<file path="config.mk">
export PLATFORM = sky130hd
export DESIGN_NAME = wsrp_outbuf
export DESIGN_NICKNAME = d
export VERILOG_FILES = /design/src/rtl/wsrp_pkg.sv /design/src/rtl/wsrp_outbuf.sv
export SDC_FILE = /design/constraint.sdc
export NUM_CORES = 1
export LEC_CHECK = 0
export ABC_AREA = 1
export CAP_MARGIN = 10
export CORE_MARGIN = 2
export CORE_UTILIZATION = 30
export CTS_CLUSTER_DIAMETER = 60
export DETAILED_ROUTE_END_ITERATION = 6
export DONT_BUFFER_PORTS = 1
export SLEW_MARGIN = 20
export SYNTH_ARGS = -nofsm -noshare
export SYNTH_HDL_FRONTEND = slang
export SYNTH_SLANG_ARGS = --single-unit
</file>
<file path="constraint.sdc">
create_clock -name i_clk -period 1.48 [get_ports i_clk]
set_input_delay 0 -clock i_clk [delete_from_list [all_inputs] [get_ports i_clk]]
set_output_delay 0 -clock i_clk [all_outputs]
set_load 0.02 [all_outputs]
</file>
<file path="src/rtl/wsrp_pkg.sv">
// Package with the shared types and constants of the waveform shift register player.
`default_nettype none

package wsrp_pkg;

    // Number of 64-bit words in the sample store.
    localparam int STORE_WORDS = 512;
    localparam int PTR_W       = (STORE_WORDS > 1) ? $clog2(STORE_WORDS) : 1;
    localparam int WORD_W      = 64;
    localparam int LEN_W       = 10;
    localparam int PHASE_W     = 4;
    localparam int SIW_W       = 3;
    localparam int SLOT_W      = 12;
    localparam int SAMPLE_W    = 8;
    localparam int PADDR_W     = 3;
    localparam int PDATA_W     = 32;

    // Command codes of an input transfer.
    localparam logic CMD_WRITE = 1'b0;
    localparam logic CMD_TICK  = 1'b1;

    // Phases of one sample: 0 to 7 are the four shifts, then latch high and latch low.
    localparam logic [PHASE_W-1:0] PH_FIRST    = 4'd0;
    localparam logic [PHASE_W-1:0] PH_LATCH_HI = 4'd8;
    localparam logic [PHASE_W-1:0] PH_LATCH_LO = 4'd9;
    localparam logic [SIW_W-1:0]   SIW_LAST    = 3'd7;

    // Register index of play_length.
    localparam logic REG_PLAY_LENGTH = 1'b0;
    localparam logic [LEN_W-1:0] PLAY_LEN_RESET = 10'd512;

    typedef struct packed {
        logic                cmd;
        logic [SLOT_W-1:0]   slot;
        logic [SAMPLE_W-1:0] sample;
    } t_in_item;

    typedef struct packed {
        logic shift_clock;
        logic lane_a_data;
        logic lane_b_data;
        logic latch_strobe;
    } t_out_item;

    // One masked write into the sample store.
    typedef struct packed {
        logic              en;
        logic [PTR_W-1:0]  addr;
        logic [WORD_W-1:0] mask;
        logic [WORD_W-1:0] data;
    } t_store_wr;

endpackage

`default_nettype wire

</file>
<file path="src/rtl/wsrp_outbuf.sv">
// Two-entry output buffer: an output register plus a skid register.
`default_nettype none

module wsrp_outbuf (
    input  wire                  i_clk,
    input  wire                  i_rst_n,
    input  wire                  i_push,
    input  wire wsrp_pkg::t_out_item i_data,
    output logic                 o_space,
    output logic                 o_out_valid,
    input  wire                  i_out_ready,
    output wsrp_pkg::t_out_item  o_out_data
);
    import wsrp_pkg::*;

    logic      r_out_valid, n_out_valid;
    logic      r_skid_valid, n_skid_valid;
    t_out_item r_out_data, n_out_data;
    t_out_item r_skid_data, n_skid_data;
    logic      out_fire;

    assign out_fire    = r_out_valid && i_out_ready;
    assign o_space     = !r_skid_valid;
    assign o_out_valid = r_out_valid;
    assign o_out_data  = r_out_data;

    always_comb begin
        n_out_valid  = r_out_valid;
        n_skid_valid = r_skid_valid;
        n_out_data   = r_out_data;
        n_skid_data  = r_skid_data;
        if (r_skid_valid) begin
            if (out_fire) begin
                n_out_data   = r_skid_data;
                n_skid_valid = 1'b0;
            end
        end else if (i_push) begin
            if (!r_out_valid || out_fire) begin
                n_out_data  = i_data;
                n_out_valid = 1'b1;
            end else begin
                n_skid_data  = i_data;
                n_skid_valid = 1'b1;
            end
        end else if (out_fire) begin
            n_out_valid = 1'b0;
        end
    end

    always_ff @(posedge i_clk) begin
        if (!i_rst_n) begin
            r_out_valid  <= 1'b0;
            r_skid_valid <= 1'b0;
        end else begin
            r_out_valid  <= n_out_valid;
            r_skid_valid <= n_skid_valid;
        end
    end

    always_ff @(posedge i_clk) begin
        r_out_data  <= n_out_data;
        r_skid_data <= n_skid_data;
    end

    a_skid_behind_out: assert property (@(posedge i_clk) disable iff (!i_rst_n)
        r_skid_valid |-> r_out_valid)
        else $error("skid entry held while the output register is empty");

    a_skid_drains_in_order: assert property (@(posedge i_clk) disable iff (!i_rst_n)
        (r_skid_valid && i_out_ready) |=> (r_out_valid && (r_out_data == $past(r_skid_data))))
        else $error("skid entry not moved to the output register");

    a_no_push_when_full: assert property (@(posedge i_clk) disable iff (!i_rst_n)
        (r_skid_valid && !i_out_ready) |=> r_skid_valid && $stable(r_skid_data))
        else $error("skid entry lost while stalled");

endmodule

`default_nettype wire

</file>
# Word level (Yosys, flattened, before mapping)
# Cells that the tools add are included.
# op_classes
eq_ne	2
mux	11
bitwise	2
n_reduce_logical	10
# ops
cell	n
2-to-1 mux 4 bit	4
AND reduction 3 bit	3
2-to-1 mux 1 bit	7
nonzero test 2 bit	3
!= test 2 x 1 -> 1 bit (second input constant)	2
logical NOT 1 bit	2
NOT 1 bit	2
logical AND 1 bit	1
logical OR 1 bit	1
# word_totals
register_bits	10
inputBits	8
elab_cells	35

# Longest topological paths before layout
# Gate-level depths: netlist of run 1.
# depth
word_depth	5
mapped_depth	5

# Worst setup path after synthesis of run 1
# Ideal clock, no wire load.
# synth_timing
path_type	reg-to-reg
start	register r_out_valid (netlist: o_out_valid)
end	register r_skid_data[0] (netlist bit) (enable)
setup_ns	0.361
t_arrival_ns	0.908
t_required_ns	1.119
setup_slack_ns	0.210
path_stages_with_launch	3
n_path_buf	0
synth_period_minus_slack_ns	1.270
path_cell_list	dfxtp_1 nand2_1 nor3_1
# synth_via
elab_chain_len	4
word_cells_on_any_way	5
cone_classes	bitwise: 1; reduce/logical: 4
# synth_lines
item	line_no	text
start, declared	wsrp_outbuf.sv:16	logic r_out_valid, n_out_valid;
start signal, assigned	wsrp_outbuf.sv:55	r_out_valid <= n_out_valid;
logical NOT 1 bit or logical AND 1 bit (tied branches)	wsrp_outbuf.sv:38, wsrp_outbuf.sv:22	
logical OR 1 bit *	wsrp_outbuf.sv:38	if (!r_out_valid || out_fire) begin
NOT 1 bit (no source line) *	-	
AND reduction 3 bit (no source line) *	-	
end signal, assigned	wsrp_outbuf.sv:62	r_skid_data <= n_skid_data;
end, declared	wsrp_outbuf.sv:19	t_out_item r_skid_data, n_skid_data;
# Mark *: on every way between the ends. The rest lies on a longest branch, timed or not.
# A chain may end at the register's enable or synchronous reset.

# Worst setup path in the final report of run 1
# layout_timing
start	register r_skid_valid
end	register r_out_valid (netlist: o_out_valid)
# layout_via
elab_chain_len	2
# layout_lines
item	line_no	text
start, declared	wsrp_outbuf.sv:17	logic r_skid_valid, n_skid_valid;
start signal, assigned	wsrp_outbuf.sv:56	r_skid_valid <= n_skid_valid;
NOT 1 bit (no source line)	-	
AND reduction 3 bit (no source line)	-	
# Every way passes these cells.

==> results.md, run 1 <==
* Worst path top cell family by delay: buffers and inverters
* Maximum VDD drop at 0.498 mV
* Post-DP Area at 448 sq um
* Max-cap viol count at 0
* Crit path capture type: flip-flop
* Least-Margin Pin Slew at 0.335 ns
* DRC viols at 0
* Hold Path Class: input port to flip-flop
* Slew margin rel. at 77.6%
* Grt ovf at 0
* DRT iter0 DRCs at 2
* Syn. warnings at 0
* Final setup TNS at 0 ns
* Largest stage delay, worst path at 0.55 ns
* Layout area overhead at 28.2%
* Slew Limit Fails at 0
* Clock Latency Late Sink at 0.26 ns
* Post-synthesis cell count at 42
* Sequential-to-total area share from yosys stat at 65.9%
* Num rows at 13
* Worst path cell trace: inv_6 > nand2_4 > nor2_1 > nor2_1 > dlygate4sd3_1
* Final Hold Vio Count at 0
* DIE AREA at 0.00174 sq mm
* Vert. Die Dim at 41.7 um
* Synth Cell Area at 425 sq um
* Yosys top cell area share at 56.5%
* Clock sink count at 10
* Worst EP required at 1.61 ns
* Routed via count at 299
* Clk_skew at 0.00832 ns
* First-pass GRT wire length at 1.24 mm
* Buffers on Ports at 0
* GRT Total Usage at 9.94%
* Final setup fails at 0
* Final Critical Period at 1.37 ns
* Routed wire length at 717 um
* Routability cong. at 0.794
* Htree depth at 1
* Reg clk slew, reported paths at 0.05 ns
* Period utilization at 92.4%
* Fillers at 126
* Leak at 0.236 nW
* Vias in the first global route at 309
* N_diodes at 0
* Critical path arrival at 1.50 ns
* Routed len/inst at 10.4 um
* Die width at 41.7 um
* Layout cells sized above 1 at 18.5%
* CTS tree: built
* CP Max Fanout at 8
* Final HPWL DP at 537 um
* Starting density of the core at 32.3%
* Yosys top cell by area: edfxtp_1
* Yosys reg bits at 10
* Initial antenna violation count at 0
* Synth Net Count at 50
* Pin count of the biggest net entering global routing at 9
* Bufs and invs on worst path at 2
* CTS Buf Count at 3
* # IOs at 14
* Synth top area cells: edfxtp_1, nand2_1, dfxtp_1, nor2_1, buf_6
* RSZ-0062 raised after global routing: no
* Worst setup SP type: flip-flop
* Pwr per Cell Area at 1100 mW/mm^2
* Via-per-instance ratio at 4.33
* Final Instance Count excl. Fillers at 69
* Most numerous cell on the critical path: nor2_1
* Upper clock frequency limit at 0.731 GHz
* First drt pass iteration count at 2
* Worst-case clock buffer depth at 2
* Crit path kind: flip-flop to flip-flop
* # nets final at 63
* Core area at 0.00132 sq mm
* Root Buffer: clkbuf_4
* Slowest cell on crit path: dlygate4sd3_1
* Status: finished, final reports clean
* Layout Cell Area excl Fill at 546 sq um
* Dpl cells at 58
* Detail Route Antenna Nets at 0
* Post-synth cell types at 12
* Synthesized area per cell at 10.1 sq um
## Yosys cell counts, drive strengths merged
| library cell | n |
|---|---|
| buf | 1 |
| dfxtp | 2 |
| edfxtp | 8 |
| inv | 5 |
| nand2 | 19 |
| nor2 | 5 |
| nor3 | 1 |
| o21ai | 1 |
## through the flow
stage	worst slack [ns]	hold slack [ns]	power, W	utilization [%]
after floorplan	0.210	0.0989	0.000392	-
after global placement	0.159	0.0990	0.000402	34.0
after detailed placement	0.116	0.0990	0.000403	34.0
after CTS	0.0213	0.0327	0.000611	41.3
after global routing	0.0339	0.0555	0.000629	41.4
final	0.112	0.0404	0.000599	41.4
## state kept, by name, summed over array words and instances (netlist names)
signal and flops:
r_skid_valid 1, o_out_data 4, o_out_valid 1, r_skid_data 4
## worst paths after layout
check | start | endpoint | slack (ns) | cells past startpoint
min | i_push | r_skid_valid | 0.04 | 4
max | r_skid_valid | o_out_valid | 0.11 | 5
min reg2reg | r_skid_data[2] | o_out_data[2] | 0.50 | 2
max reg2reg | r_skid_valid | o_out_valid | 0.11 | 5
## routing by layer
| layer | up-vias | routed length, um | GRT usage, % |
|---|---|---|---|
| met4 | 0 | 20 | 5.81 |
| met2 | 11 | 352 | 16.9 |
| met3 | 2 | 33 | 5.65 |
| met1 | 131 | 310 | 9.12 |
| li1 | 155 | - | - |
| met5 | - | 0 | 0 |
## cell families after synthesis
group | synth area share (%)
AO/OA/AOI/OAI | 1.18
AND/OR/NAND/NOR | 24.7
buffers and inverters | 8.23
flip-flops | 65.9
## repair_timing
item / 4_1_cts / 5_1_grt
buffers inserted: 0 / 0
resized for setup: 0 / 1
endpoints found under the hold margin: 10 / 0
hold buffers: 7 / 0
endpoints found under the setup margin: 0 / 1
## report_power, final
group,switching [W],internal (W),leakage [nW]
logic,0.0000357,0.0000297,0.129
registers,0.0000232,0.000325,0.0922
clock network,0.0000811,0.000104,0.0150
## final cells by class
cell class	instances	area (sq um)	area share, %
clock buffers	4	26.3	4.82
inverters	5	23.8	4.36
multi-input cells	26	110	20.2
flip-flops and latches	10	282	51.6
well taps	15	18.8	3.44
repair buffers	9	85.1	15.6
## cell usage in the layout (no fill, tap or decap), drive strengths merged
cell | Yosys | routed
nand2 | 19 | 19
edfxtp | 8 | 8
dlygate4sd3 | 0 | 7
nor2 | 5 | 5
inv | 5 | 5
clkbuf | 0 | 4
buf | 1 | 2
dfxtp | 2 | 2
nor3 | 1 | 1
o21ai | 1 | 1
## worst reg2reg max path: cells and delay by family, from the launching register on
kind	cells	cell delay, ns
flip-flops	1	0.38
AND/OR/NAND/NOR	3	0.21
buffers and inverters	2	0.67
Note: power is estimated with default switching activity, not from simulation.
==> run 2: changes to the inputs <==
--- a/config.mk
+++ b/config.mk
@@ -5,7 +5,7 @@
 export SDC_FILE = /design/constraint.sdc
 export NUM_CORES = 1
 export LEC_CHECK = 0
-export ABC_AREA = 1
+export ABC_AREA = 0
 export CAP_MARGIN = 10
 export CORE_MARGIN = 2
 export CORE_UTILIZATION = 30
==> run 2 against run 1 <==
Against the previous run:
- the flow now finishes with violations (hold timing)
- combinational power is 16% higher
- setup slack got worse by 0.053 ns
- cell count decreased by 20%
- clock-buffer cell count shrank 1
- utilization is 1.4 points higher
- die area decreased by 0.79%
- sequential share of layout area shrank 1.0 points
- final area increased by 2.1%
- clock power barely moved
- sequential power hardly changed
- register-to-register slack worse by 0.05 ns
- total power is 1.3% higher
==> results.md, run 2 <==
* N_diodes at 0 (unchanged)
* First drt pass iteration count at 3 (+1)
* Reg clk slew, reported paths at 0.06 ns (about the same)
* Slew margin rel. at 72.7% (-4.9 points)
* DIE AREA at 0.00172 sq mm (-0.79%)
* RSZ-0062 raised after global routing: no
* Fillers at 132 (+4.8%)
* Commonest non-fill, non-tap cells in the layout: dlygate4sd3_1, edfxtp_1, mux2_4, clkbuf_4
* Clock sink count at 10 (unchanged)
* Yosys reg bits at 10 (unchanged)
* Layout cells sized above 1 at 30.0% (+11 points)
* Synthesized area per cell at 15.6 sq um (+54%)
* Synth Net Count at 35 (-30%)
* Final Critical Period at 1.42 ns (+0.0528 ns)
* Dominant synthesized flop cell: edfxtp_1
* Seq. cell area at 282 sq um (unchanged)
* Post-DP Area at 444 sq um (-0.84%)
* First-pass GRT wire length at 1.17 mm (-6.1%)
* Root Buffer: clkbuf_4
* Num rows at 13 (unchanged)
* Synth top area cells: edfxtp_1, mux2_4, dfxtp_1, buf_6, a21oi_1
* Final setup fails at 0 (unchanged)
* Status: finished with violations
* Die width at 41.5 um (-0.40%)
* Core area at 0.00130 sq mm (-1.2%)
* Violated checks: hold timing
* Initial antenna violation count at 0 (unchanged)
* Worst-case clock buffer depth at 2 (unchanged)
* Routed wire length at 752 um (+4.9%)
* Worst setup SP type: flip-flop
* Clk_skew at 0.00828 ns (-0.0000372 ns)
* DRT iter0 DRCs at 1 (-1)
* Buffers on Ports at 0 (unchanged)
* # IOs at 14 (unchanged)
* Final Hold Vio Count at 1 (+1)
* Pin count of the biggest net entering global routing at 7 (-2)
* CTS Buf Count at 3 (unchanged)
* Routed len/inst at 13.7 um (+32%)
* Final setup TNS at 0 ns (unchanged)
* WHS Path Cells at 2 (-2)
* Most common cell in the netlist: edfxtp_1
* Routability cong. at 0.724 (-8.8%)
* Yosys top cell by area: edfxtp_1
* Slew Limit Fails at 0 (unchanged)
* Worst hold slack at -0.0191 ns (-0.0595 ns)
* Upper clock frequency limit at 0.704 GHz (-3.7%)
* Post-synthesis cell count at 27 (-36%)
* Post-synth EDFFs at 8 (unchanged)
* Routed via count at 265 (-11%)
* Clock Latency Late Sink at 0.26 ns (about the same)
* Via-per-instance ratio at 4.82 (+11%)
* Layout area overhead at 32.0%
* Pwr per Cell Area at 1090 mW/mm^2 (-0.72%)
* Maximum VDD drop at 0.456 mV (-8.5%)
* Sequential-to-total area share from yosys stat at 66.5% (+0.59 points)
* Critical path arrival at 1.61 ns (+0.11 ns)
* Crit path capture type: flip-flop
* CTS tree: built
* Final HPWL DP at 520 um (-3.2%)
* Layout Cell Area excl Fill at 557 sq um (+2.1%)
* Worst EP required at 1.67 ns (+0.06 ns)
* # nets final at 49 (-22%)
* Period utilization at 96.0% (+3.6 points)
* FFs w/ async S/R, synth at 0% (unchanged)
* GRT Total Usage at 9.49% (-0.45 points)
* Crit path kind: flip-flop to flip-flop
* Syn. warnings at 0 (unchanged)
* Detail Route Antenna Nets at 0 (unchanged)
* Vert. Die Dim at 41.5 um (-0.40%)
* Vias in the first global route at 264 (-15%)
* Htree depth at 1 (unchanged)
* R2R depth at 4 (-1)
* Yosys top cell area share at 57.0% (+0.50 points)
* DRC viols at 0 (unchanged)
* Multi-input logic area at 124 sq um (+12%)
* Least-Margin Pin Slew at 0.410 ns (+0.0745 ns)
* Synth Cell Area at 422 sq um (-0.88%)
* CP Max Fanout at 5 (-3)
* Starting density of the core at 32.4% (+0.12 points)
* Max-cap viol count at 0 (unchanged)
* Post-synth cell types at 14 (+2)
* Grt ovf at 0 (unchanged)
* Leak at 0.210 nW (-11%)
* Hold Path Class: input port to flip-flop
* Post-synth top cells: edfxtp_1, mux2_4, a21oi_1, dfxtp_1, inv_1
==> run 2: layout make-up <==
type                       instances  area share, %
tap                               15           3.37
timing repair buffer              10           17.1
clock inverter                     1          0.674
multi-input combinational         13           22.2
inverter                           3           2.02
clock buffer                       3           4.04
sequential                        10           50.6
==> run 2: power by group <==
group | leakage, nW | internal [W] | switching, W
Sequential | 0.0919 | 0.000325 | 0.0000205
Combinational | 0.103 | 0.0000422 | 0.0000339
Clock | 0.0154 | 0.0000970 | 0.0000878
Total | 0.210 | 0.000465 | 0.000142
==> run 2: kinds of logic (layout without fill, tap and decap cells) <==
family          count (synthesis)  count (layout)  share of synthesized area (%)
flops                          10              10                           66.5
mux                             5               5                           16.6
compound gates                  4               4                           5.34
simple gates                    4               4                           6.23
buf+inv                         4              17                           5.34
==> run 2: critical path, stage by stage (launching register included) <==
cell and delay, ns:
dfxtp_1 0.35, buf_4 0.18, nand2_1 0.06, o21ai_0 0.18
dlygate4sd3_1 0.59
==> run 2: worst paths after layout <==
path                            slack, ns           start            end
worst min register to register       0.54  r_skid_data[1]  o_out_data[1]
worst min-delay path                -0.02          i_push   r_skid_valid
worst max register to register       0.06     o_out_valid    o_out_valid
worst max-delay path                 0.06     o_out_valid    o_out_valid
==> run 2: per-stage QoR <==
step / power [W] / utilization [%] / setup WS, ns / cells / hold WS [ns]
2_1_floorplan: 0.000394 / - / 0.262 / 27 / 0.0972
4_1_cts: 0.000612 / 42.3 / 0.118 / 55 / 0.0999
3_5_place_dp: 0.000404 / 34.1 / 0.238 / 43 / 0.0990
5_1_grt: 0.000638 / 42.8 / 0.0151 / 55 / 0.0479
6_report: 0.000607 / 42.8 / 0.0592 / 55 / -0.0191
3_3_place_gp: 0.000400 / 34.1 / 0.300 / 43 / 0.0990
==> run 2: per-layer routing <==
metal	share of wire [%]	GRT usage (%)	vias up	wire [um]
met5	0	0	-	0
met4	2.0	6.45	0	15
met3	3.7	6.52	2	28
met2	55	16.3	9	415
met1	39	7.48	129	293
li1	-	-	125	-
==> run 2: timing repair <==
item | in CTS | in global routing
hold endpoints to repair | 10 | 1
endpoints found under the setup margin | 0 | 2
setup buffers | 0 | 0
gates resized for setup | 0 | 2
hold buffers | 8 | 1
==> run 3: changes to the inputs <==
--- a/config.mk
+++ b/config.mk
@@ -7,7 +7,6 @@
 export LEC_CHECK = 0
 export ABC_AREA = 0
 export CAP_MARGIN = 10
-export CORE_MARGIN = 2
 export CORE_UTILIZATION = 30
 export CTS_CLUSTER_DIAMETER = 60
 export DETAILED_ROUTE_END_ITERATION = 6
==> run 3 against run 2 <==
Against the previous run:
- the run now ends clean
- routed wire length shrank 2.0%
- setup slack got worse by 0.00091 ns
- global-route usage is 2.3 points higher
- via count down 0.38%
- highest routed layer unchanged
==> results.md, run 3 (synthesis gave the netlist of run 2 again) <==
* DIE AREA at 0.00156 sq mm (-9.4%)
* CP Max Fanout at 5 (unchanged)
* Dpl cells at 43 (unchanged)
* Pwr per Cell Area at 1120 mW/mm^2 (+2.4%)
* Maximum VDD drop at 0.485 mV (+6.4%)
* Grt ovf at 0 (unchanged)
* Initial antenna violation count at 0 (unchanged)
* CTS tree: built
* RR Startpoint: o_out_valid
* Reg clk slew, reported paths at 0.07 ns (about the same)
* Final Hold Vio Count at 0 (-1)
* R2R depth at 4 (unchanged)
* Final setup fails at 0 (unchanged)
* Post-DP Area at 444 sq um (unchanged)
* Slew margin rel. at 71.2% (-1.5 points)
* Hold Path Class: input port to flip-flop
* Slew Limit Fails at 0 (unchanged)
* Num rows at 13 (unchanged)
* Multi-input logic area at 119 sq um (-4.0%)
* Detail Route Antenna Nets at 0 (unchanged)
* Layout area overhead at 30.6%
* Worst EP required at 1.68 ns (about the same)
* Core area at 0.00130 sq mm (unchanged)
* Final setup TNS at 0 ns (unchanged)
* Status: finished, final reports clean
* Worst hold slack at 0.128 ns (+0.147 ns)
* Setup slack, reg-to-reg at 0.06 ns (about the same)
* Seq. cell area at 280 sq um (-0.44%)
* Routed len/inst at 13.4 um (-2.0%)
* Worst path cell trace: buf_4 > a21oi_1 > a211oi_1 > dlygate4sd3_1
* CTS Buf Count at 3 (unchanged)
* Final HPWL DP at 550 um (+5.7%)
* Fillers at 133 (+0.76%)
* Htree depth at 1 (unchanged)
* Largest stage delay, worst path at 0.58 ns (about the same)
* Crit path kind: flip-flop to flip-flop
* Setup Fix Bufs, Post-CTS at 0 (unchanged)
* Commonest non-fill, non-tap cells in the layout: dlygate4sd3_1, edfxtp_1, mux2_4, clkbuf_4
* Crit path capture type: flip-flop
* PostCTS Resize Cnt at 0 (unchanged)
* Routability cong. at 0.687 (-5.1%)
* Layout Cell Area excl Fill at 551 sq um (-1.1%)
* WHS Path Cells at 2 (unchanged)
* First drt pass iteration count at 3 (unchanged)
* Starting density of the core at 32.4% (unchanged)
* Critical path arrival at 1.62 ns (about the same)
* Layout cells sized above 1 at 25.0% (-5.0 points)
* Root Buffer: clkbuf_4
* Final Critical Period at 1.42 ns (+0.000907 ns)
* Worst setup SP type: flip-flop
* FF-to-FF End: r_skid_valid
* First-pass GRT wire length at 1.10 mm (-5.3%)
* Final Instance Count excl. Fillers at 55 (unchanged)
* # nets final at 49 (unchanged)
* Clock sink count at 10 (unchanged)
* Max-cap viol count at 0 (unchanged)
* Worst-case clock buffer depth at 2 (unchanged)
* Slowest cell on crit path: dlygate4sd3_1
* Vert. Die Dim at 39.5 um (-4.8%)
* Upper clock frequency limit at 0.703 GHz (about the same)
* Clock Latency Late Sink at 0.26 ns (about the same)
* Routed via count at 264 (-0.38%)
* Routed wire length at 737 um (-2.0%)
* Buffers on Ports at 0 (unchanged)
* # IOs at 14 (unchanged)
* Die width at 39.5 um (-4.8%)
* DRC viols at 0 (unchanged)
* Leak at 0.211 nW (+0.35%)
* Hold Path End: o_out_data[1]
* RSZ-0062 raised after global routing: no
* GRT Total Usage at 11.8% (+2.3 points)
* Pin count of the biggest net entering global routing at 7 (unchanged)
* N_diodes at 0 (unchanged)
* Period utilization at 96.1% (about the same)
* Hold_sp: i_out_ready
* DRT iter0 DRCs at 1 (unchanged)
* Via-per-instance ratio at 4.80 (-0.38%)
* Post-CTS Hold Buffers at 8 (unchanged)
* Vias in the first global route at 266 (+0.76%)
* Clk_skew at 0.00373 ns (-0.00455 ns)
* Least-Margin Pin Slew at 0.431 ns (+0.0218 ns)
run 3: cell types whose count changed in the layout (fill, tap and decap cells not counted):
cell | before | now
dfxtp_1 | 1 | 2
dfxtp_2 | 1 | 0
clkbuf_1 | 0 | 1
clkinv_1 | 1 | 0
a211oi_2 | 1 | 0
a211oi_1 | 0 | 1
run 3: per-stage QoR:
stage          utilization (%)  total power, W  setup slack (ns)
3_3_place_gp              34.1        0.000400             0.301
4_1_cts                   42.3        0.000618             0.113
5_1_grt                   42.3        0.000642            0.0443
3_5_place_dp              34.1        0.000405             0.239
6_report                  42.3        0.000614            0.0583
2_1_floorplan                -        0.000394             0.262
run 3: report_power, final:
part / leakage (nW) / switching (W) / internal (W)
Clock: 0.0150 / 0.0000902 / 0.000104
Sequential: 0.0915 / 0.0000213 / 0.000325
Combinational: 0.104 / 0.0000320 / 0.0000418
run 3: layer usage:
layer	vias to the layer above	track usage, %	share of wire, %
met1	127	10.3	38
met4	0	7.76	2.4
met2	9	21.3	55
met3	2	5.11	4.2
met5	-	0	0
li1	126	-	-
run 3: area by class of cell:
cell class | instances | share of cell area (%)
clock buffer | 4 | 4.77
timing repair buffer | 10 | 17.3
tap | 15 | 3.41
sequential | 10 | 50.9
inverter | 3 | 2.05
multi-input combinational | 13 | 21.6
run 3: critical path: cells and delay by family, from the launching register on:
kind | cells | cell delay, ns
AOI/OAI and AO/OA | 2 | 0.25
buffers and inverters | 2 | 0.76
DFF | 1 | 0.36
run 3: how the worst max path moves through the flow:
stage / start / endpoint / slack (ns) / cells after the start
4_1_cts: o_out_valid / r_skid_valid / 0.11 / 4
3_5_place_dp: r_skid_valid / o_out_data[1] / 0.24 / 2
5_1_grt: o_out_valid / r_skid_valid / 0.04 / 4
2_1_floorplan: o_out_valid / o_out_data[0] / 0.26 / 2
6_report: o_out_valid / r_skid_valid / 0.06 / 4
3_3_place_gp: r_skid_valid / o_out_data[3] / 0.30 / 2
