## src/rtl/wsrp_pkg.sv

```systemverilog
// Package with the shared types and constants of the waveform shift register player.
`default_nettype none

package wsrp_pkg;

    // Number of 64-bit words in the sample store.
    localparam int STORE_WORDS = 512;
    localparam int PTR_W       = (STORE_WORDS > 1) ? $clog2(STORE_WORDS) : 1;
    localparam int WORD_W      = 64;
    localparam int LEN_W       = 10;
    localparam int PHASE_W     = 4;
    localparam int SIW_W       = 3;
    localparam int SLOT_W      = 12;
    localparam int SAMPLE_W    = 8;
    localparam int PADDR_W     = 3;
    localparam int PDATA_W     = 32;

    // Command codes of an input transfer.
    localparam logic CMD_WRITE = 1'b0;
    localparam logic CMD_TICK  = 1'b1;

    // Phases of one sample: 0 to 7 are the four shifts, then latch high and latch low.
    localparam logic [PHASE_W-1:0] PH_FIRST    = 4'd0;
    localparam logic [PHASE_W-1:0] PH_LATCH_HI = 4'd8;
    localparam logic [PHASE_W-1:0] PH_LATCH_LO = 4'd9;
    localparam logic [SIW_W-1:0]   SIW_LAST    = 3'd7;

    // Register index of play_length.
    localparam logic REG_PLAY_LENGTH = 1'b0;
    localparam logic [LEN_W-1:0] PLAY_LEN_RESET = 10'd512;

    typedef struct packed {
        logic                cmd;
        logic [SLOT_W-1:0]   slot;
        logic [SAMPLE_W-1:0] sample;
    } t_in_item;

    typedef struct packed {
        logic shift_clock;
        logic lane_a_data;
        logic lane_b_data;
        logic latch_strobe;
    } t_out_item;

    // One masked write into the sample store.
    typedef struct packed {
        logic              en;
        logic [PTR_W-1:0]  addr;
        logic [WORD_W-1:0] mask;
        logic [WORD_W-1:0] data;
    } t_store_wr;

endpackage

`default_nettype wire

```

## src/rtl/wsrp_seq.sv

```systemverilog
// Playback sequencer: phase and sample counters, holding word, store pointer and pin levels.
`default_nettype none

module wsrp_seq (
    input  wire                              i_clk,
    input  wire                              i_rst_n,
    input  wire                              i_tick,
    input  wire  wsrp_pkg::t_store_wr        i_wr,
    input  wire  [wsrp_pkg::LEN_W-1:0]       i_play_length,
    input  wire  [wsrp_pkg::WORD_W-1:0]      i_rdata,
    output logic [wsrp_pkg::PTR_W-1:0]       o_raddr,
    output wsrp_pkg::t_out_item              o_pins
);
    import wsrp_pkg::*;

    logic [PHASE_W-1:0] r_phase, n_phase;
    logic [SIW_W-1:0]   r_siw, n_siw;
    logic [PTR_W-1:0]   r_ptr, n_ptr;
    logic [WORD_W-1:0]  r_hold, n_hold;
    t_store_wr          r_fwd;
    logic [PTR_W-1:0]   r_rd_addr;

    logic [PTR_W:0]     ptr_inc;
    logic [WORD_W-1:0]  fetched;
    logic [SAMPLE_W-1:0] cur;
    logic [1:0]         shift_idx;
    logic [1:0]         bit_sel;
    logic               load;

    // A write that landed at the same edge as the read is merged over the stale read data.
    always_comb begin
        if (r_fwd.en && (r_fwd.addr == r_rd_addr)) begin
            fetched = (i_rdata & ~r_fwd.mask) | (r_fwd.data & r_fwd.mask);
        end else begin
            fetched = i_rdata;
        end
    end

    always_comb begin
        cur = r_hold[r_siw*SAMPLE_W +: SAMPLE_W];
        if (r_phase < PH_LATCH_HI) begin
            shift_idx          = r_phase[2:1];
            o_pins.shift_clock = r_phase[0];
            o_pins.latch_strobe = 1'b0;
        end else begin
            shift_idx          = 2'd3;
            o_pins.shift_clock = 1'b1;
            o_pins.latch_strobe = (r_phase == PH_LATCH_HI);
        end
        bit_sel            = shift_idx + 2'd3;
        o_pins.lane_a_data = cur[{1'b0, bit_sel}];
        o_pins.lane_b_data = cur[{1'b1, bit_sel}];
    end

    assign load    = i_tick && (r_phase == PH_LATCH_LO) && (r_siw == SIW_LAST);
    assign ptr_inc = {1'b0, r_ptr} + 1'b1;
    assign o_raddr = r_ptr;

    always_comb begin
        n_phase = r_phase;
        n_siw   = r_siw;
        n_ptr   = r_ptr;
        n_hold  = r_hold;
        if (i_tick) begin
            if (r_phase == PH_LATCH_LO) begin
                n_phase = PH_FIRST;
                n_siw   = r_siw + 1'b1;
            end else begin
                n_phase = r_phase + 1'b1;
            end
        end
        if (load) begin
            n_hold = fetched;
            if ((32'(ptr_inc) >= 32'(i_play_length)) || (32'(ptr_inc) >= 32'(STORE_WORDS))) begin
                n_ptr = '0;
            end else begin
                n_ptr = ptr_inc[PTR_W-1:0];
            end
        end
    end

    always_ff @(posedge i_clk) begin
        if (!i_rst_n) begin
            r_phase <= PH_FIRST;
            r_siw   <= '0;
            r_ptr   <= '0;
            r_hold  <= '0;
            r_fwd   <= '0;
        end else begin
            r_phase <= n_phase;
            r_siw   <= n_siw;
            r_ptr   <= n_ptr;
            r_hold  <= n_hold;
            r_fwd   <= i_wr;
        end
    end

    always_ff @(posedge i_clk) begin
        r_rd_addr <= r_ptr;
    end

    a_phase_range: assert property (@(posedge i_clk) disable iff (!i_rst_n)
        r_phase <= PH_LATCH_LO)
        else $error("phase counter left its range");

    a_siw_moves_at_end: assert property (@(posedge i_clk) disable iff (!i_rst_n)
        !(i_tick && (r_phase == PH_LATCH_LO)) |=> $stable(r_siw))
        else $error("sample index changed outside the end of a sample");

    a_ptr_moves_on_load: assert property (@(posedge i_clk) disable iff (!i_rst_n)
        !load |=> $stable(r_ptr))
        else $error("store pointer moved without a word load");

    a_ptr_in_store: assert property (@(posedge i_clk) disable iff (!i_rst_n)
        32'(r_ptr) < 32'(STORE_WORDS))
        else $error("store pointer beyond the store");

endmodule

`default_nettype wire

```

## config.mk

```make
export PLATFORM = sky130hd
export DESIGN_NAME = wsrp_seq
export DESIGN_NICKNAME = d
export VERILOG_FILES = /design/src/rtl/wsrp_pkg.sv /design/src/rtl/wsrp_seq.sv
export SDC_FILE = /design/constraint.sdc
export NUM_CORES = 1
export LEC_CHECK = 0
export BUFFER_PORTS_ARGS = -buffer_cell sky130_fd_sc_hd__buf_2
export CAP_MARGIN = 10
export CELL_PAD_IN_SITES_DETAIL_PLACEMENT = 1
export CELL_PAD_IN_SITES_GLOBAL_PLACEMENT = 1
export CORE_ASPECT_RATIO = 0.7
export CORE_UTILIZATION = 44
export CTS_CLUSTER_DIAMETER = 30
export DETAILED_ROUTE_END_ITERATION = 8
export PLACE_DENSITY_LB_ADDON = 0.2
export SLEW_MARGIN = 20
export SYNTH_ARGS = -nofsm -noshare
export SYNTH_HDL_FRONTEND = slang
export SYNTH_SLANG_ARGS = --single-unit
```

## constraint.sdc

```tcl
create_clock -name i_clk -period 7.48 [get_ports i_clk]
set_input_delay 0.374 -clock i_clk [delete_from_list [all_inputs] [get_ports i_clk]]
set_output_delay 0.374 -clock i_clk [all_outputs]
set_load 0.05 [all_outputs]
```

; ---- Word-level counts from Yosys, hierarchy flattened
; Index checks and enable logic that the tools add are counted.
[totals]
ff_bits = 227
latchBits = 0
ram_bits = 0
mem_bits_ro = 0
input_bits = 215
out_inout_bits = 13
word_cells = 42
mem_count = 0
[op_classes]
addsub = 4
mul = 0
div_mod_pow = 0
magnitude_cmp = 5
n_eq_ne = 4
shift = 1
n_mux = 10
n_bitwise = 4
reduce_logical = 5
[ops]
columns = cell, count
row1 = 64-bit AND, 2
row2 = 64-bit 2-to-1 mux, 1
row3 = 64-bit NOT, 1
row4 = 64-bit OR, 1
row5 = 64-bit by 7-bit indexed part select with 8-bit output, 1
row6 = 9-bit by 1-bit adder with 10-bit output (second input constant), 1
row7 = 10-bit >= comparator, 1
row8 = 10-bit >= comparator (second input constant), 1
row9 = 9-bit == test, 1
row10 = 9-bit 2-to-1 mux, 1
row11 = 4-bit == test (second input constant), 2
row12 = 4-bit by 1-bit adder with 4-bit output (second input constant), 1
row13 = 1-bit binary-select mux with 2-bit select, 2
row14 = 2-bit by 4-bit < comparator with 1-bit output (second input constant), 1
row15 = 3-bit by 4-bit < comparator with 1-bit output (second input constant), 1
row16 = 4-bit < comparator (second input constant), 1
row17 = 1-bit 2-to-1 mux, 4
row18 = 4-bit 2-to-1 mux, 1
row19 = 3-bit by 1-bit adder with 3-bit output (second input constant), 1
row20 = 3-bit == test (second input constant), 1
row21 = 1-bit logical AND, 3
row22 = 2-bit adder (second input constant), 1
row23 = 2-bit 2-to-1 mux, 1
row24 = 2-bit AND reduction, 1
row25 = 1-bit logical OR, 1

; ---- Logic depth before layout (Yosys ltp)
; Gate-level depths: netlist (run 1).
[depth]
depth_word = 5
depth_mapped = 11
depth_no_buf = 11

; ---- Worst setup path after synthesis (run 1)
; Ideal clock, no wire load.
[synth_path]
path_type = register to register
from = register r_ptr[0], in the netlist o_raddr[0]
to = register r_ptr[5], in the netlist o_raddr[5]
setup_time_ns = 0.126
arrival_ns = 2.845
t_required_ns = 7.354
path_slack_ns = 4.509
path_stages_with_launch = 11
path_buffers = 0
period_less_slack_ns = 2.971
cell_sequence = dfxtp_1 ha_1 nand4_1 or2_2 xor2_1 inv_1 ha_1 nand4_1 o41a_1 a41oi_1 o22ai_1
[synth_between]
elab_chain_len = 4
elab_cells_between_ends = 5
classes_between = add/sub (1) / order compare (2) / mux (1) / reduce/logical (1)
[synth_rtl]
columns = item, line_no
row1 = from (decl), wsrp_seq.sv:18  ; logic [PTR_W-1:0] r_ptr, n_ptr;
row2 = from (signal assigned), wsrp_seq.sv:92  ; r_ptr <= n_ptr;
row3 = 9-bit by 1-bit adder with 10-bit output *, wsrp_seq.sv:56  ; assign ptr_inc = {1'b0, r_ptr} + 1'b1;
row4 = 10-bit >= comparator, wsrp_seq.sv:74  ; if ((32'(ptr_inc) >= 32'(i_play_length)) || (32'(ptr_inc) >= 32'(STORE_WORDS))) begin
row5 = 1-bit logical OR, wsrp_seq.sv:74
row6 = 9-bit 2-to-1 mux *, wsrp_seq.sv:74
; Mark *: on every way between the ends. The rest lies on a longest branch, timed or not.
; A chain may end at the register's enable or synchronous reset.

==> results.txt, run 1 <==
----------------------------------------------------
[Place]
  DP Wirelength ... 15.8 mm
  Placement-stage worst setup slack ... 3.97 ns
  Total of buffers placed on input and output ports ... 227
  Post-Place Cell Area ... 0.0100 mm2
  Placed insts ... 1292
  Final GP Congestion ... 0.764

[Clock tree]
  Clock-pin slew on the worst setup and hold paths ... 0.06 ns
  Number of setup buffers added after CTS ... 0
  CTS Buf Count ... 35
  TritonCTS clock tree ... built
  H-tree depth ... 2
  CTS root buf ... sky130_fd_sc_hd__clkbuf_16
  Cts hold-fix bufs ... 0
  Maximum buffer depth of the clock tree ... 3
  Number of sinks handled by clock tree synthesis ... 227
  Gates resized, CTS repair ... 0
  Clk_lat worst skew ... 0.49 ns

[Synthesis]
  Post-Synth Simple-Gate Area ... 0.185
  Main synth FF type ... sky130_fd_sc_hd__dfxtp_1
  Number of enable-type register cells in the synthesized netlist ... 0
  Yosys top cell by area ... sky130_fd_sc_hd__dfxtp_1
  Cell area after technology mapping ... 0.00893 mm2
  Syn_area_per_cell ... 10.4 um2
  Share of the synthesized area in the top cell type ... 0.509
  Synth area leaders ... sky130_fd_sc_hd__dfxtp_1 51%, sky130_fd_sc_hd__and2_1 10%, sky130_fd_sc_hd__mux2i_1 7.4%
  Yosys synthesis warning count ... 0
  Proportion of synthesized flip-flops having asynchronous set or reset ... 0
  Area fraction in compound gates after synthesis ... 0.0985
  Number of register bits inferred by synthesis ... 227
  Cells after synthesis ... 855
  Share of synthesized area spent on multiplexers ... 0.119
  Syn nets ... 1083
  Number of unique standard cell types used by synthesis ... 41
  Area share of fa/ha/maj cells after synthesis ... 0.0182
  Main combinational cell family by area after synthesis ... simple AND/OR/NAND/NOR gates
  Sequential element share of the synthesized area ... 0.509
  Synthesized-area fraction occupied by xor and xnor cells ... 0.0167

[Timing]
  Worst relative slew slack ... 0.338
  Clock period minus final worst setup slack ... 3.30 ns
  Share of the clock period used by the worst path after layout ... 0.442
  Final Hold Vio Count ... 0
  Setup repair after global routing missed its margin ... no
  Max Clock Freq ... 303 MHz
  Transition time of the tightest slew-check pin ... 0.992 ns
  Fin worst setup slack ... 4.18 ns
  Clock Skews ... 0.0159 ns
  Hold slack ... 0.0815 ns
  Number of max-slew violations in the final report ... 0
  Setup TNS after final layout ... 0 ns
  Final number of setup-violating endpoints ... 0

[Drt]
  Number of remaining DRC errors ... 0
  Routed vias/inst ... 5.17
  Routed wire per std cell ... 17.7 um
  Detailed Routing Iterations Pass 1 ... 4
  Count of routing violations after the opening detailed-route iteration ... 321
  Routed wire length ... 24.0 mm
  Post-route ant nets ... 0
  Vias ... 7019

[Worst setup path]
  Critical path's largest stage delay ... 0.97 ns
  Critical path, cell by cell ... mux4_2, mux2_2, o21ai_0, a31oi_1, a21o_1, buf_2
  WS Path Type ... flop to output pin
  Crit start category ... flop
  Maximum net fanout on the critical path ... 18
  CP endpoint kind ... output pin
  Worst path required time ... 7.11 ns
  Slowest stage cell, crit path ... sky130_fd_sc_hd__dfxtp_1
  Worst endpoint data arrival time ... 2.93 ns

[Floorplan]
  Die extent in x ... 172 um
  Core outline area ... 0.0199 mm2
  Number of placement rows ... 43
  DIE AREA ... 0.0209 mm2
  Starting Density ... 0.450
  Count of pins on the block boundary ... 228
  Chip height ... 121 um

[GRT]
  Leftover overflow at the end of global routing ... 0
  Total Routing Usage GR ... 0.230
  Antenna violations before repair ... 2
  Maximum number of pins on one net before global-route repair ... 136
  Wire length of the first global-routing pass ... 37.5 mm
  Via count of the first global-routing pass ... 7305

[Power and ir drop]
  Static Leak ... 5.26 nW
  Areal power density over the cells ... 272 mW/mm2
  Power Total ... 3.08 mW
  Max IR drop VDD ... 0.127 mV

[Flow run]
  Reported max-cap violation count ... 0

[Outcome]
  Outcome ... completed

[Final layout]
  Layout cell share with drive strength beyond 1 ... 0.296
  Post-route cell area ... 0.0113 mm2
  Final Instance Count excl. Fillers ... 1358
  Fin util ... 0.570
  Synth-to-Final Area Change ... 26.7%
  # fillers ... 2238
  Number of nets at the end of the flow ... 1289

[Hold path]
  Tightest Hold Check Type ... input port to flop

----------------------------------------------------
-- layout by cell type (no fill, tap or decap), types with 5 or more instances in the layout --
cell / synthesis / final
sky130_fd_sc_hd__nand4_1: 71 / 71
sky130_fd_sc_hd__a21oi_1: 69 / 69
sky130_fd_sc_hd__dfxtp_1: 227 / 227
sky130_fd_sc_hd__xnor2_1: 5 / 5
sky130_fd_sc_hd__mux4_2: 16 / 16
sky130_fd_sc_hd__inv_1: 18 / 18
sky130_fd_sc_hd__ha_1: 13 / 13
sky130_fd_sc_hd__xor2_1: 12 / 12
sky130_fd_sc_hd__o21ai_0: 74 / 74
sky130_fd_sc_hd__nor2b_1: 8 / 8
sky130_fd_sc_hd__nand3_1: 8 / 8
sky130_fd_sc_hd__mux2i_1: 66 / 66
sky130_fd_sc_hd__nand2_1: 16 / 16
sky130_fd_sc_hd__clkbuf_8: 0 / 7
sky130_fd_sc_hd__and2_1: 144 / 143
sky130_fd_sc_hd__buf_2: 7 / 226
sky130_fd_sc_hd__clkbuf_16: 0 / 37
sky130_fd_sc_hd__buf_4: 2 / 6
-- state kept, by name, indices dropped and copies added (netlist names) --
register / count
r_fwd: 138
r_siw: 3
r_hold: 64
r_phase: 4
o_raddr: 9
r_rd_addr: 9
-- path summary, 6_finish.rpt --
| kind | from | end | slack (ns) | depth (start not counted) |
|---|---|---|---|---|
| max | r_siw[1]$_SDFFE_PN0P_ | o_pins[1] | 4.18 | 6 |
| min | i_wr[14] | r_fwd[14]$_SDFF_PN0_ | 0.08 | 2 |
| max reg2reg | o_raddr[0]$_SDFFE_PN0P_ | o_raddr[0]$_SDFFE_PN0P_ | 4.26 | 11 |
| min reg2reg | o_raddr[1]$_SDFFE_PN0P_ | r_rd_addr[1]$_DFF_P_ | 0.42 | 0 |
-- cell usage after synthesis, types with 13 or more instances --
master,instances
sky130_fd_sc_hd__dfxtp_1,227
sky130_fd_sc_hd__and2_1,144
sky130_fd_sc_hd__o21ai_0,74
sky130_fd_sc_hd__nand4_1,71
sky130_fd_sc_hd__a21oi_1,69
sky130_fd_sc_hd__mux2i_1,66
sky130_fd_sc_hd__clkbuf_1,34
sky130_fd_sc_hd__buf_6,20
sky130_fd_sc_hd__inv_1,18
sky130_fd_sc_hd__mux4_2,16
sky130_fd_sc_hd__nand2_1,16
sky130_fd_sc_hd__ha_1,13
-- routing by layer --
metal | up-vias | track usage | routed length, um
met2 | 182 | 0.380 | 11000
li1 | 3440 | - | -
met5 | - | 0 | 0
met1 | 3368 | 0.308 | 11400
met3 | 29 | 0.0463 | 1310
met4 | 0 | 0.0559 | 305
-- final cells by class --
class                           instances  area [um2]  share of cell area
Multi-Input combinational cell        545        3920               0.346
Inverter                               18        67.6             0.00597
Antenna cell                            2        5.00            0.000442
Tap cell                              270         338              0.0299
Timing Repair Buffer                  234        1230               0.109
Clock inverter                         14         174              0.0154
Clock buffer                           48        1040              0.0917
Sequential cell                       227        4540               0.402
-- cells by family (layout without fill, tap and decap cells) --
kind of cell	Yosys count	count (layout)
xor gates and xnor gates	17	17
DFF	227	227
and+or+nand+nor	265	265
AOI/OAI and AO/OA	164	164
muxes	86	86
adders and majority gates	13	13
buffers and inverters	83	314
other	0	2
-- report_power, final --
part | total [mW] | switching [mW] | internal (mW)
Clock | 1.65 | 0.568 | 1.08
Combinational | 0.166 | 0.0875 | 0.0788
Sequential | 1.27 | 0.0147 | 1.25
Total | 3.08 | 0.670 | 2.41
-- critical path: cells and delay by family, from the launching register on --
family,cells,cell delay (ns)
AO/OA/AOI/OAI,3,0.34
buffers and inverters,1,0.21
flip-flops,1,0.97
multiplexers,2,0.92
Power figures use the tool's default switching activity.
==> run 2, diff against run 1 <==
- CORE_UTILIZATION: 44 -> 40
- clock period: 7.48 -> 3.31 ns (I/O delays scaled with it)
==> run 2 against run 1 <==
Via count is 13% higher. Register-to-register slack got worse by 4.0 ns. Sequential share of layout area is 6.3 points lower. Critical path type is now flop to flop. Power is 150% higher.
==> results.txt, run 2 (synthesized netlist as in run 1, its figures left out) <==
----------------------------------------------------
[Floorplan]
  DIE AREA ... 0.0229 mm2 (+9.9%)
  Count of pins on the block boundary ... 228 (unchanged)
  Die extent in x ... 181 um (+4.8%)
  Core outline area ... 0.0218 mm2 (+9.8%)
  Number of placement rows ... 45 (+4.7%)
  Chip height ... 127 um (+4.8%)
  Starting Density ... 0.410 (-0.0400)

[Worst setup path]
  Worst endpoint data arrival time ... 3.50 ns (+0.57 ns)
  WS Path Type ... flop to flop
  Worst path required time ... 3.74 ns (-3.37 ns)
  CP endpoint kind ... flop
  Crit start category ... flop
  Maximum net fanout on the critical path ... 8 (-10)
  Count of buffering cells on the critical path with inverters included ... 1 (unchanged)
  Critical path's largest stage delay ... 0.47 ns (-0.50 ns)
  Slowest stage cell, crit path ... sky130_fd_sc_hd__dfxtp_1
  Category of cells accounting for the largest share of critical-path delay ... compound AO/OA/AOI/OAI gates
  Critical path, cell by cell ... ha_1, nand4_1, or2_2, xor2_1, inv_1, ha_1, a211o_1, a21oi_1, o41a_1, nand4_1, o22ai_1

[GRT]
  Total Routing Usage GR ... 0.262 (+0.0322)
  GR met1 Demand/Resource ... 0.309 (+0.00112)
  Global Route met3 Usage ... 0.0450 (-0.00127)
  Layer with the highest usage after global routing ... met2
  Wire length of the first global-routing pass ... 46.9 mm (+25%)
  Maximum number of pins on one net before global-route repair ... 113 (-17%)
  Met2 Use GR ... 0.483 (+0.103)
  Via count of the first global-routing pass ... 8852 (+21%)
  Leftover overflow at the end of global routing ... 0 (unchanged)
  Antenna violations before repair ... 0 (-2)

[Timing]
  Transition time of the tightest slew-check pin ... 0.746 ns (-0.247 ns)
  Fin worst setup slack ... 0.235 ns (-3.94 ns)
  Share of the clock period used by the worst path after layout ... 0.929
  Worst relative slew slack ... 0.502 (+0.165)
  Clock period minus final worst setup slack ... 3.07 ns
  Final number of setup-violating endpoints ... 0 (unchanged)
  Max Clock Freq ... 325 MHz
  Clock Skews ... 0.0165 ns (+0.000563 ns)
  Setup TNS after final layout ... 0 ns (unchanged)
  Setup repair after global routing missed its margin ... no
  Final Hold Vio Count ... 0 (unchanged)
  Number of max-slew violations in the final report ... 0 (unchanged)

[Clock tree]
  Maximum buffer depth of the clock tree ... 3 (unchanged)
  Gates resized, CTS repair ... 0 (unchanged)
  TritonCTS clock tree ... built
  Clk_lat worst skew ... 0.52 ns (+0.03 ns)
  CTS Buf Count ... 40 (+14%)
  CTS root buf ... sky130_fd_sc_hd__clkbuf_16
  Number of sinks handled by clock tree synthesis ... 227 (unchanged)
  Clock-pin slew on the worst setup and hold paths ... 0.05 ns (about the same)
  H-tree depth ... 2 (unchanged)

[Final layout]
  Max FFs per register ... 138 (unchanged)
  Fin util ... 0.616 (+0.0459)
  Antenna diode count ... 0 (-2)
  Largest registers in the final layout ... r_fwd x138, r_hold x64
  # fillers ... 2346 (+4.8%)
  Number of nets at the end of the flow ... 1488 (+15%)
  Layout cell share with drive strength beyond 1 ... 0.262 (-0.0336)
  Most flop-heavy register ... r_fwd
  Synth-to-Final Area Change ... 50.2%
  Commonest non-fill, non-tap cell in the layout ... sky130_fd_sc_hd__dfxtp_1
  Storage element area ... 0.00454 mm2 (unchanged)
  Area occupied by multi-input gates ... 0.00392 mm2 (unchanged)
  Commonest non-fill, non-tap cells in the layout ... 227 x sky130_fd_sc_hd__dfxtp_1, 226 x sky130_fd_sc_hd__buf_2, 188 x sky130_fd_sc_hd__dlygate4sd3_1
  Post-route cell area ... 0.0134 mm2 (+19%)

[Drt]
  Vias ... 7914 (+13%)
  Routed vias/inst ... 5.03 (-2.6%)
  Detailed Routing Iterations Pass 1 ... 5 (+1)
  Count of routing violations after the opening detailed-route iteration ... 436 (+36%)
  Number of remaining DRC errors ... 0 (unchanged)
  Routed wire per std cell ... 18.9 um (+7.1%)
  Post-route ant nets ... 0 (unchanged)
  Routed wire length ... 29.8 mm (+24%)

[Place]
  DP Wirelength ... 16.2 mm (+2.6%)
  Post-Place Cell Area ... 0.0101 mm2 (+1.0%)
  Final GP Congestion ... 0.815 (+6.6%)
  Total of buffers placed on input and output ports ... 227 (unchanged)
  Placement-stage worst setup slack ... 0.211 ns (-3.76 ns)

[Power and ir drop]
  Max IR drop VDD ... 0.319 mV (+150%)
  Static Leak ... 6.14 nW (+17%)
  Power Total ... 7.67 mW (+150%)
  Areal power density over the cells ... 571 mW/mm2 (+110%)

[Flow run]
  Reported max-cap violation count ... 0 (unchanged)

[Outcome]
  Outcome ... completed

[Hold path]
  Tightest Hold Check Type ... input port to flop

----------------------------------------------------
==> run 2: cell count changes in the layout (fill, tap and decap cells not counted) <==
cell                            delta
sky130_fd_sc_hd__clkbuf_8          -7
sky130_fd_sc_hd__buf_4             +5
sky130_fd_sc_hd__inv_6             +1
sky130_fd_sc_hd__clkbuf_16         +4
sky130_fd_sc_hd__clkinv_4          +2
sky130_fd_sc_hd__clkbuf_1          -1
sky130_fd_sc_hd__dlygate4sd3_1   +188
sky130_fd_sc_hd__bufinv_16         +3
sky130_fd_sc_hd__clkinv_2          +3
sky130_fd_sc_hd__buf_12            +3
sky130_fd_sc_hd__diode_2           -2
sky130_fd_sc_hd__buf_16            -2
sky130_fd_sc_hd__clkinvlp_4        +5
==> run 2: cell type report <==
cell class                      count  share of cell area
Clock inverter                     28              0.0256
Multi-Input combinational cell    545               0.292
Inverter                           18             0.00504
Timing Repair Buffer              428               0.235
Tap cell                          282              0.0263
Sequential cell                   227               0.339
Clock buffer                       44              0.0773
==> run 2: repair_timing <==
item,in CTS,in global routing
buffers inserted,0,1
endpoints found under the setup margin,0,5
endpoints found under the hold margin,188,0
hold buffers,188,0
==> run 2: power by group <==
part | internal (mW) | switching, mW
logic | 0.327 | 0.255
clock network | 2.75 | 1.47
registers | 2.83 | 0.0373
==> run 2: stage by stage <==
step,hold slack (ns),std cells
global placement,0.371,1311
finish,0.0311,1572
CTS,0.00275,1571
floorplan,0.287,855
detailed placement,0.376,1311
global route,0.0377,1572
==> run 2: layer usage <==
layer,wire length (um),vias to the layer above
met5,0,-
met4,707,0
met3,1180,55
met2,15000,210
met1,12900,3815
li1,-,3834
==> run 2: path summary, 6_finish.rpt <==
check,startpoint,endpoint,slack [ns],cells after the start
worst max-delay path,o_raddr[0]$_SDFFE_PN0P_,o_raddr[5]$_SDFFE_PN0P_,0.24,11
worst min-delay path,i_rdata[58],r_hold[58]$_SDFFE_PN0P_,0.03,3
worst max register to register,o_raddr[0]$_SDFFE_PN0P_,o_raddr[5]$_SDFFE_PN0P_,0.24,11
worst min register to register,o_raddr[8]$_SDFFE_PN0P_,r_rd_addr[8]$_DFF_P_,0.41,0
==> run 2: worst reg2reg max path: stages, from the launching register on <==
cell,delay [ns]
sky130_fd_sc_hd__dfxtp_1,0.47
sky130_fd_sc_hd__ha_1,0.31
sky130_fd_sc_hd__nand4_1,0.16
sky130_fd_sc_hd__or2_2,0.31
sky130_fd_sc_hd__xor2_1,0.21
sky130_fd_sc_hd__inv_1,0.08
sky130_fd_sc_hd__ha_1,0.18
sky130_fd_sc_hd__a211o_1,0.29
sky130_fd_sc_hd__a21oi_1,0.14
sky130_fd_sc_hd__o41a_1,0.29
sky130_fd_sc_hd__nand4_1,0.29
sky130_fd_sc_hd__o22ai_1,0.27
==> run 3, diff against run 2 <==
- BUFFER_PORTS_ARGS: -buffer_cell sky130_fd_sc_hd__buf_2 -> default
- CORE_UTILIZATION: 40 -> 48
- DONT_BUFFER_PORTS: default -> 1
==> run 3 against run 2 <==
The flow now stops in clock tree synthesis. Synthesized area unchanged. Synthesized cell count did not move.
==> results.txt, run 3 <==
----------------------------------------------------
[Floorplan]
  Die extent in x ... 165 um (-8.6%)
  Count of pins on the block boundary ... 228 (unchanged)
  Chip height ... 116 um (-8.6%)
  Starting Density ... 0.493 (+0.0833)
  Number of placement rows ... 41 (-8.9%)

[Clock tree]
  Maximum buffer depth of the clock tree ... 3 (unchanged)
  Cts hold-fix bufs ... 224 (+19%)
  Number of setup buffers added after CTS ... 0 (unchanged)
  Gates resized, CTS repair ... 0 (unchanged)
  CTS root buf ... sky130_fd_sc_hd__clkbuf_16
  Number of sinks handled by clock tree synthesis ... 227 (unchanged)
  CTS Buf Count ... 40 (unchanged)
  H-tree depth ... 2 (unchanged)

[Synthesis]
  Commonest cells post-synth ... 227 x sky130_fd_sc_hd__dfxtp_1, 144 x sky130_fd_sc_hd__and2_1, 74 x sky130_fd_sc_hd__o21ai_0
  Syn nets ... 1083 (unchanged)
  Cells after synthesis ... 855 (unchanged)
  Number of unique standard cell types used by synthesis ... 41 (unchanged)
  Most used standard cell by instance count after synthesis ... sky130_fd_sc_hd__dfxtp_1
  Syn_area_per_cell ... 10.4 um2 (unchanged)
  Yosys synthesis warning count ... 0 (unchanged)
  Proportion of synthesized flip-flops having asynchronous set or reset ... 0 (unchanged)
  Yosys top cell by area ... sky130_fd_sc_hd__dfxtp_1
  Share of the synthesized area in the top cell type ... 0.509 (unchanged)
  Cell area after technology mapping ... 0.00893 mm2 (unchanged)
  Number of enable-type register cells in the synthesized netlist ... 0 (unchanged)
  Synth area leaders ... sky130_fd_sc_hd__dfxtp_1 51%, sky130_fd_sc_hd__and2_1 10%, sky130_fd_sc_hd__mux2i_1 7.4%
  Sequential element share of the synthesized area ... 0.509 (unchanged)
  Main synth FF type ... sky130_fd_sc_hd__dfxtp_1
  Number of register bits inferred by synthesis ... 227 (unchanged)

[Place]
  Total of buffers placed on input and output ports ... 0 (-100%)
  Final GP Congestion ... 0.771 (-5.4%)
  Placed insts ... 1043 (-20%)
  Post-Place Cell Area ... 0.00896 mm2 (-12%)
  DP Wirelength ... 15.3 mm (-6.0%)

[Outcome]
  Outcome ... did not finish
  Exit stage ... clock tree synthesis
  Halt Reason ... [ERROR RSZ-0060] Max buffer count reached.

----------------------------------------------------
## run 3: cell counts after synthesis
No cell type changed its count.
## run 3: logic make-up after synthesis
group           share of synthesized area
simple gates                        0.185
fa+ha+maj                          0.0182
compound gates                     0.0985
flops                               0.509
mux                                 0.119
xor+xnor                           0.0167
buf+inv                            0.0535
## run 3: per-stage QoR
step                 util  worst slack, ns
global placement    0.495            0.650
floorplan               -            0.339
detailed placement  0.495            0.402
==> run 4, diff against run 3 <==
- CELL_PAD_IN_SITES_DETAIL_PLACEMENT: 1 -> default
- CELL_PAD_IN_SITES_GLOBAL_PLACEMENT: 1 -> default
- CORE_ASPECT_RATIO: 0.7 -> default
- CORE_UTILIZATION: 48 -> 35
- CTS_CLUSTER_DIAMETER: 30 -> default
- PLACE_DENSITY_LB_ADDON: 0.2 -> 0.15
==> run 4 against run 3 <==
The flow again stops in clock tree synthesis. Synthesized area did not move. Synthesized cell count did not move.
==> results.txt, run 4 <==
----------------------------------------------------
[Clock tree]
  Number of sinks handled by clock tree synthesis ... 227 (unchanged)
  CTS root buf ... sky130_fd_sc_hd__clkbuf_16
  Maximum buffer depth of the clock tree ... 3 (unchanged)
  Number of setup buffers added after CTS ... 0 (unchanged)
  H-tree depth ... 1 (-1)
  Cts hold-fix bufs ... 238 (+6.3%)
  Gates resized, CTS repair ... 0 (unchanged)
  CTS Buf Count ... 26 (-35%)

[Floorplan]
  Die extent in x ... 162 um (-2.0%)
  Count of pins on the block boundary ... 228 (unchanged)
  Number of placement rows ... 58 (+41%)
  Chip height ... 162 um (+39%)
  Starting Density ... 0.356 (-0.138)

[Synthesis]
  Share of the synthesized area in the top cell type ... 0.509 (unchanged)
  Sequential element share of the synthesized area ... 0.509 (unchanged)
  Cell area after technology mapping ... 0.00893 mm2 (unchanged)
  Cells after synthesis ... 855 (unchanged)
  Syn nets ... 1083 (unchanged)
  Yosys synthesis warning count ... 0 (unchanged)
  Synth area leaders ... sky130_fd_sc_hd__dfxtp_1 51%, sky130_fd_sc_hd__and2_1 10%, sky130_fd_sc_hd__mux2i_1 7.4%
  Most used standard cell by instance count after synthesis ... sky130_fd_sc_hd__dfxtp_1
  Number of register bits inferred by synthesis ... 227 (unchanged)
  Number of enable-type register cells in the synthesized netlist ... 0 (unchanged)
  Commonest cells post-synth ... 227 x sky130_fd_sc_hd__dfxtp_1, 144 x sky130_fd_sc_hd__and2_1, 74 x sky130_fd_sc_hd__o21ai_0
  Main synth FF type ... sky130_fd_sc_hd__dfxtp_1
  Proportion of synthesized flip-flops having asynchronous set or reset ... 0 (unchanged)
  Syn_area_per_cell ... 10.4 um2 (unchanged)
  Yosys top cell by area ... sky130_fd_sc_hd__dfxtp_1
  Number of unique standard cell types used by synthesis ... 41 (unchanged)

[Outcome]
  Halt Reason ... [ERROR RSZ-0060] Max buffer count reached.
  Exit stage ... clock tree synthesis
  Outcome ... did not finish

[Place]
  Total of buffers placed on input and output ports ... 0 (unchanged)
  DP Wirelength ... 14.2 mm (-6.9%)
  Final GP Congestion ... 0.794 (+2.9%)
  Placed insts ... 1139 (+9.2%)

----------------------------------------------------
-- run 4: cell counts after synthesis --
Identical to the previous run, type by type.
-- run 4: through the flow --
stage                     cell area, um2  utilization  worst slack, ns
after detailed placement            9080        0.362            0.472
after global placement              9080        0.362            0.524
after floorplan                     8930            -            0.339
-- run 4: cell families after synthesis --
kind of cell    after synthesis  synth area share
compound gates              164            0.0985
xor+xnor                     17            0.0167
fa+ha+maj                    13            0.0182
buf+inv                      83            0.0535
flops                       227             0.509
mux                          86             0.119
simple gates                265             0.185
